**config.mk**
```make
export PLATFORM = sky130hd
export DESIGN_NAME = corner_autotile_sprite_select
export DESIGN_NICKNAME = d
export VERILOG_FILES = /design/src/hdl/cass_pkg.sv /design/src/hdl/corner_autotile_sprite_select.sv
export SDC_FILE = /design/constraint.sdc
export NUM_CORES = 2
export LEC_CHECK = 0
export BUFFER_PORTS_ARGS = -buffer_cell sky130_fd_sc_hd__buf_2
export CORE_ASPECT_RATIO = 0.6
export CORE_MARGIN = 3
export CORE_UTILIZATION = 60
export CTS_BUF_LIST = sky130_fd_sc_hd__clkbuf_4 sky130_fd_sc_hd__clkbuf_8
export DETAILED_ROUTE_END_ITERATION = 7
export PLACE_DENSITY_LB_ADDON = 0.15
export SLEW_MARGIN = 20
export SYNTH_ARGS = -nofsm -noshare
export SYNTH_HDL_FRONTEND = slang
export SYNTH_SLANG_ARGS = --single-unit
```
**constraint.sdc**
```tcl
create_clock -name clk -period 5.12 [get_ports clk]
set_input_delay 1.024 -clock clk [delete_from_list [all_inputs] [get_ports clk]]
set_output_delay 1.024 -clock clk [all_outputs]
set_load 0.01 [all_outputs]
```
**src/hdl/cass_pkg.sv**
```systemverilog
// types, table entry layout and sprite map for the corner autotile sprite selector
`timescale 1ns / 1ps

package cass_pkg;

	localparam int CORNERS = 4;
	localparam int ID_W    = 8;

	typedef logic        [ID_W-1:0]    tile_id_t;
	typedef logic signed [7:0]         prio_t;
	typedef logic        [CORNERS-1:0] corner_mask_t;
	typedef logic        [3:0]         sprite_t;

	typedef struct packed {
		logic  conn;
		prio_t prio;
	} kind_entry_t;

	// corner mask bits: 0 top-left, 1 top-right, 2 bottom-left, 3 bottom-right
	function automatic sprite_t sprite_of_mask(input corner_mask_t mask);
		sprite_t s;
		unique case (mask)
			4'b0001: s = 4'd7;
			4'b0010: s = 4'd8;
			4'b0011: s = 4'd2;
			4'b0100: s = 4'd5;
			4'b0101: s = 4'd1;
			4'b0110: s = 4'd13;
			4'b0111: s = 4'd10;
			4'b1000: s = 4'd6;
			4'b1001: s = 4'd14;
			4'b1010: s = 4'd4;
			4'b1011: s = 4'd9;
			4'b1100: s = 4'd3;
			4'b1101: s = 4'd12;
			4'b1110: s = 4'd11;
			4'b1111: s = 4'd0;
			default: s = 4'd0;
		endcase
		return s;
	endfunction

endpackage

```
**src/hdl/corner_autotile_sprite_select.sv**
```systemverilog
// corner autotile sprite selector: kind table, shared priority compare unit, sequencer
`timescale 1ns / 1ps

// channel | signals                              | moves
// --------+--------------------------------------+---------------------------------------
// input   | in_valid, in_ready, op, entry_*,     | one table load or one corner of tiles
//         | corner_*                             |
// output  | out_valid, out_ready, tile_id,       | one sprite word, last flags the final
//         | sprite_index, priority_res, last     | sprite of a corner
//
// a load word is taken while idle; a corner word goes through four table reads through the
// registered memory port, one pass of the shared compare unit per corner, then one sprite word
// per kept kind, or straight back to idle when no kind is kept
// reset clears the entry valid bits, so every kind reads priority 0, connect 0 until loaded
// in_ready is low from a corner accept until its last sprite is taken, or until no kind is
// kept; out_ready stalls hold the sprite word in place

module corner_autotile_sprite_select
	import cass_pkg::*;
#(
	parameter int TILE_KINDS = 256
) (
	input  logic                clk,
	input  logic                arst_n,
	input  logic                in_valid,
	output logic                in_ready,
	input  logic                op,
	input  logic [7:0]          entry_id,
	input  logic signed [7:0]   entry_priority,
	input  logic                entry_connects,
	input  logic [7:0]          corner_top_left,
	input  logic [7:0]          corner_top_right,
	input  logic [7:0]          corner_bottom_left,
	input  logic [7:0]          corner_bottom_right,
	output logic                out_valid,
	input  logic                out_ready,
	output logic [7:0]          tile_id,
	output logic [3:0]          sprite_index,
	output logic signed [7:0]   priority_res,
	output logic                last
);

	localparam int DEPTH  = (TILE_KINDS < 256) ? TILE_KINDS : 256;
	localparam int ADDR_W = (DEPTH > 1) ? $clog2(DEPTH) : 1;

	localparam logic [1:0] S_IDLE = 2'd0;
	localparam logic [1:0] S_READ = 2'd1;
	localparam logic [1:0] S_CMP  = 2'd2;
	localparam logic [1:0] S_OUT  = 2'd3;

	logic [1:0]         state_q;
	logic [2:0]         step_q;
	logic [1:0]         out_idx_q;

	kind_entry_t        mem_q [DEPTH];
	logic [DEPTH-1:0]   valid_q;

	tile_id_t           corner_q [CORNERS];
	prio_t              cprio_q  [CORNERS];
	logic               cconn_q  [CORNERS];
	corner_mask_t       mask_q   [CORNERS];
	corner_mask_t       lt_q     [CORNERS];
	corner_mask_t       kept_q;

	kind_entry_t        rd_data_s1;
	logic               rd_valid_s1;
	logic               rd_inrange_s1;

	logic               in_acc;
	logic               out_acc;
	logic               load_c;
	logic               wr_inrange_c;
	tile_id_t           rd_id_c;
	logic [ADDR_W-1:0]  rd_addr_c;
	logic               rd_inrange_c;
	kind_entry_t        rd_eff_c;
	prio_t              cand_c;
	corner_mask_t       eq_c;
	corner_mask_t       gt_c;
	logic               fresh_c;
	logic [2:0]         count_c;
	logic [2:0]         rank_c [CORNERS];
	logic [1:0]         sel_c;

	assign in_ready = (state_q == S_IDLE);
	assign in_acc   = in_valid && in_ready;
	assign out_acc  = out_valid && out_ready;
	assign load_c   = in_acc && !op;

	assign wr_inrange_c = (32'(entry_id) < 32'(TILE_KINDS));

	// table read port, one corner per cycle
	assign rd_id_c      = corner_q[step_q[1:0]];
	assign rd_addr_c    = rd_id_c[ADDR_W-1:0];
	assign rd_inrange_c = (32'(rd_id_c) < 32'(TILE_KINDS));
	assign rd_eff_c     = (rd_valid_s1 && rd_inrange_s1) ? rd_data_s1 : '0;

	always_ff @(posedge clk) begin
		if (load_c && wr_inrange_c) begin
			mem_q[entry_id[ADDR_W-1:0]] <= '{conn: entry_connects, prio: entry_priority};
		end
		rd_data_s1    <= mem_q[rd_addr_c];
		rd_valid_s1   <= valid_q[rd_addr_c];
		rd_inrange_s1 <= rd_inrange_c;
	end

	// shared compare unit: one candidate priority against all four corners
	assign cand_c = cprio_q[step_q[1:0]];
	always_comb begin
		for (int j = 0; j < CORNERS; j++) begin
			eq_c[j] = (cprio_q[j] == cand_c);
			gt_c[j] = (cprio_q[j] > cand_c);
		end
	end
	// a kind whose priority matches an already kept kind is dropped
	assign fresh_c = (corner_q[step_q[1:0]] != '0) && !(|(eq_c & kept_q));

	// output ordering: kept priorities are distinct, so rank is the count of lower kept ones
	always_comb begin
		count_c = '0;
		sel_c   = '0;
		for (int i = 0; i < CORNERS; i++) begin
			count_c   = count_c + 3'(kept_q[i]);
			rank_c[i] = '0;
			for (int j = 0; j < CORNERS; j++) begin
				rank_c[i] = rank_c[i] + 3'(kept_q[j] & lt_q[i][j]);
			end
		end
		for (int i = 0; i < CORNERS; i++) begin
			if (kept_q[i] && (rank_c[i] == {1'b0, out_idx_q})) begin
				sel_c = 2'(i);
			end
		end
	end

	assign out_valid    = (state_q == S_OUT) && (count_c != '0);
	assign tile_id      = corner_q[sel_c];
	assign priority_res = cprio_q[sel_c];
	assign sprite_index = sprite_of_mask(mask_q[sel_c]);
	assign last         = (({1'b0, out_idx_q} + 3'd1) == count_c);

	always_ff @(posedge clk or negedge arst_n) begin
		if (!arst_n) begin
			state_q   <= S_IDLE;
			step_q    <= '0;
			out_idx_q <= '0;
			valid_q   <= '0;
			kept_q    <= '0;
		end else begin
			unique case (state_q)
				S_IDLE: begin
					if (load_c && wr_inrange_c) begin
						valid_q[entry_id[ADDR_W-1:0]] <= 1'b1;
					end
					if (in_acc && op) begin
						state_q   <= S_READ;
						step_q    <= '0;
						out_idx_q <= '0;
						kept_q    <= '0;
					end
				end
				S_READ: begin
					if (step_q == 3'd4) begin
						state_q <= S_CMP;
						step_q  <= '0;
					end else begin
						step_q <= step_q + 3'd1;
					end
				end
				S_CMP: begin
					kept_q[step_q[1:0]] <= fresh_c;
					if (step_q == 3'd3) begin
						state_q <= S_OUT;
					end
					step_q <= step_q + 3'd1;
				end
				S_OUT: begin
					if (count_c == '0) begin
						state_q <= S_IDLE;
					end else if (out_acc) begin
						out_idx_q <= out_idx_q + 2'd1;
						if (last) begin
							state_q <= S_IDLE;
						end
					end
				end
				default: state_q <= S_IDLE;
			endcase
		end
	end

	// corner words and per-corner results
	always_ff @(posedge clk) begin
		if (in_acc && op) begin
			corner_q[0] <= corner_top_left;
			corner_q[1] <= corner_top_right;
			corner_q[2] <= corner_bottom_left;
			corner_q[3] <= corner_bottom_right;
		end
		if ((state_q == S_READ) && (step_q != '0)) begin
			cprio_q[2'(step_q - 3'd1)] <= rd_eff_c.prio;
			cconn_q[2'(step_q - 3'd1)] <= rd_eff_c.conn;
		end
		if (state_q == S_CMP) begin
			mask_q[step_q[1:0]] <= eq_c | (gt_c & {CORNERS{cconn_q[step_q[1:0]]}});
			lt_q[step_q[1:0]]   <= ~(eq_c | gt_c);
		end
	end

	a_no_overlap: assert property (@(posedge clk) disable iff (!arst_n)
		!(in_ready && out_valid))
		else $error("input taken while a sprite word is pending");

	a_last_frees: assert property (@(posedge clk) disable iff (!arst_n)
		out_valid && out_ready && last |=> in_ready)
		else $error("block not ready after the last sprite");

	a_mesh_busy: assert property (@(posedge clk) disable iff (!arst_n)
		in_valid && in_ready && op |=> !in_ready && !out_valid)
		else $error("corner word did not start the table reads");

	a_sprite_range: assert property (@(posedge clk) disable iff (!arst_n)
		out_valid |-> (sprite_index <= 4'd14) && (sprite_index != 4'd0 || mask_q[sel_c] == 4'hf))
		else $error("sprite index from an empty mask");

endmodule

```
==> metrics.cfg <==
[timing]
slew_viol_final = 0
setup-violations-final = 4
fin_ws_ns = -0.388
rsz0062_at_grt = yes
finalHoldViolCount = 0
min_period_over_period_pct = 108
fmax_ghz = 0.182
tns_ns = -1.26
fin_skew_ns = 0.0488
holdWs_ns = 0.0626
worst_pin_slew_ns = 1.31
slew_headroom_pct = 13.0
min_period_ns = 5.51

[floorplan]
rows = 120
start_util_pct = 60.5
ioPinCount = 77
die-height_um = 335
die_area_um2 = 186000
core_um2 = 179000
die_width_um = 554

[placement]
portBuffers = 76
gp_congestion = 0.961
preCtsSetupSlack_ns = 0.378
detailed_place_hpwl_um = 207000

[synth]
syn_inst = 7688
ys_seq_area_share_pct = 72.9
yosysMostFrequentCell = edfxtp_1
synth_enable_flop_cells = 2400
synth_top_cells_by_area = edfxtp_1 (67%), dfrtp_1 (6.2%), nand2_1 (5.0%)
synth_top_area_share_pct = 66.6
synth_cell_type_count = 69
synth-main-ff-cell = edfxtp_1
avgSynthCellArea_um2 = 14.1
ys_warn_count = 0
synth_commonest_cells = edfxtp_1 (2,400), nand2_1 (1,449), a211oi_1 (395), nor2b_1 (380), nand3_1 (310)
syn_area_um2 = 108000
yosysTopAreaCell = edfxtp_1
synthArstFlopShare_pct = 9.97
ys_ff_latch = 2677
syn_nets = 7803

[setup_path]
cpMaxStageDelayCell = fa_1
crit_chain = buf_4, and2_1, fa_1, ha_1, ha_1, xor2_1, nor4_4, buf_6, a211oi_1, a21oi_1, inv_1, ha_1, mux2i_1, nand2_1, o31ai_2, buf_2
slowest_delay_ns = 0.48
start_kind = register
reg2reg_slack_ns = 0.38
crit_arrival_ns = 4.48
cpMostUsedCell = ha_1
path_class = reg -> out
end_kind = output port
critPathRequiredTime_ns = 4.10
path_max_fanout = 7

[clock_network]
clockRootBuffer = clkbuf_8
htree_num_levels = 5
cts_buffers = 376
worstSkewPairLatency_ns = 0.97
cts_sinks = 2677
tritoncts = done
postCtsHoldBufs = 0
cts.path.max_buffers = 4
clkTransAtPathRegs_ns = 0.07

[run_status]
violations = negative setup slack
outcome = finished with violations

[grt]
grt_pass1_vias = 66200
grt_pass1_wl_um = 472000
grt_max_degree = 126
antenna_found_initial = 21
grt_overflow = 0
track_usage_pct = 35.1

[route]
firstDrtPassIters = 7
dr.max_layer_used = met5
drc = 0
routedWlPerCell_um = 30.6
wl_met3_um = 52900
met2WireLength_um = 133000
drt_wl_total_um = 329000
wl_met1_um = 131000
dr.first_iter.drc_count = 12000
viasPerCell = 6.61
ant_nets = 0
num_vias = 71100

[power_and_ir_drop]
irDropWorstVdd_uv = 371
finalPower_w = 0.0621
leakage_nw = 42.4
p_per_area_nw_per_um2 = 511

[cells_and_area]
final_nets = 8169
syn_to_final_growth_pct = 12.1
drive_above_1_share_pct = 19.3
utilization_pct = 67.9
n_fill_cell = 12200

[min_path]
holdCritPathClass = in -> async

[flow_run]
max_cap_viol_count = 0

[path summary, 6_finish.rpt]
| path | cells after the start | to | start |
|---|---|---|---|
| setup reg to reg | 8 | rd_data_s1[0]$_DFF_P_ | step_q[0]$_DFFE_PN0P_ |
| min in group clk | 1 | corner_q[1][0]$_DFFE_PP_ | corner_top_right[0] |
| hold / removal | 1 | valid_q[246]$_DFFE_PN0P_ | arst_n |
| max in group asynchronous | 2 | valid_q[65]$_DFFE_PN0P_ | arst_n |
| hold reg to reg | 1 | valid_q[57]$_DFFE_PN0P_ | valid_q[57]$_DFFE_PN0P_ |
| setup / recovery | 16 | sprite_index[3] | kept_q[3]$_DFFE_PN0P_ |
[placed cells by master (no fill, tap or decap), types with 92 or more instances in the layout]
master,netlist,layout
edfxtp_1,2400,2400
nand2_1,1449,1436
clkbuf_8,0,429
a211oi_1,395,392
nor2b_1,380,378
buf_4,17,364
nand3_1,310,306
nor2_1,303,285
dfrtp_1,267,265
or2_2,257,257
a311oi_1,189,187
a31oi_1,183,182
a21oi_1,183,181
clkbuf_4,0,154
o21ai_0,112,92
[state kept, by name (all words and copies together), names as in the netlist, 3 cells and up]
register,cells
step_q,3
valid_q,256
lt_q,12
corner_q,32
mask_q,16
mem_q,2304
cprio_q,32
cconn_q,4
kept_q,4
rd_data_s1,9
[cell type report]
type	instances	area [µm²]	area share (%)
clock inverter	107	711	0.585
inverter	41	154	0.127
tap	2379	2980	2.45
clock buffer	581	7030	5.79
sequential	2677	79000	65.0
antenna	10	25.0	0.0206
multi-input combinational	4459	27200	22.4
timing repair buffer	499	4360	3.59
[kinds of logic after synthesis]
family	share of synthesized area, %
xor gates and xnor gates	0.0809
AOI/OAI and AO/OA	8.94
and+or+nand+nor	12.0
buffers and inverters	2.33
muxes	3.01
DFF	72.9
adders and majority gates	0.733
[worst max-delay path: cells and delay by family, from the launching register on]
| kind | cells | cell delay (ns) |
|---|---|---|
| adder cells (fa/ha/maj) | 4 | 1.25 |
| buffers and inverters | 4 | 0.66 |
| AND/OR/NAND/NOR | 3 | 0.55 |
| flip-flops | 1 | 0.42 |
| AO/OA/AOI/OAI | 3 | 0.31 |
| XOR/XNOR | 1 | 0.18 |
| multiplexers | 1 | 0.14 |
[power breakdown]
group / internal, W / leakage [nW] / total (W) / switching, W
registers: 0.0241 / 25.4 / 0.0243 / 0.000236
logic: 0.00594 / 12.9 / 0.0204 / 0.0145
clock network: 0.00912 / 4.13 / 0.0173 / 0.00817
total: 0.0392 / 42.4 / 0.0621 / 0.0229
[repair_timing]
action                                  4_1_cts  5_1_grt
pin swaps                                    13       12
cloned                                        0        1
endpoints found under the setup margin       16       20
buffers inserted                             13       10
gates resized for setup                      11       43
[metrics by stage]
step           area [µm²]  instances
2_1_floorplan      108000       7688
3_3_place_gp       113000      10000
3_5_place_dp       113000      10000
4_1_cts            121000      10700
5_1_grt            121000      10700
6_report           121000      10800
[routing by layer]
layer	up-vias	track usage, %
met1	35400	53.4
met4	10	11.8
met3	691	13.4
met2	5242	46.4
met5	-	0
li1	29700	-
Note: power is estimated with default switching activity, not from simulation.
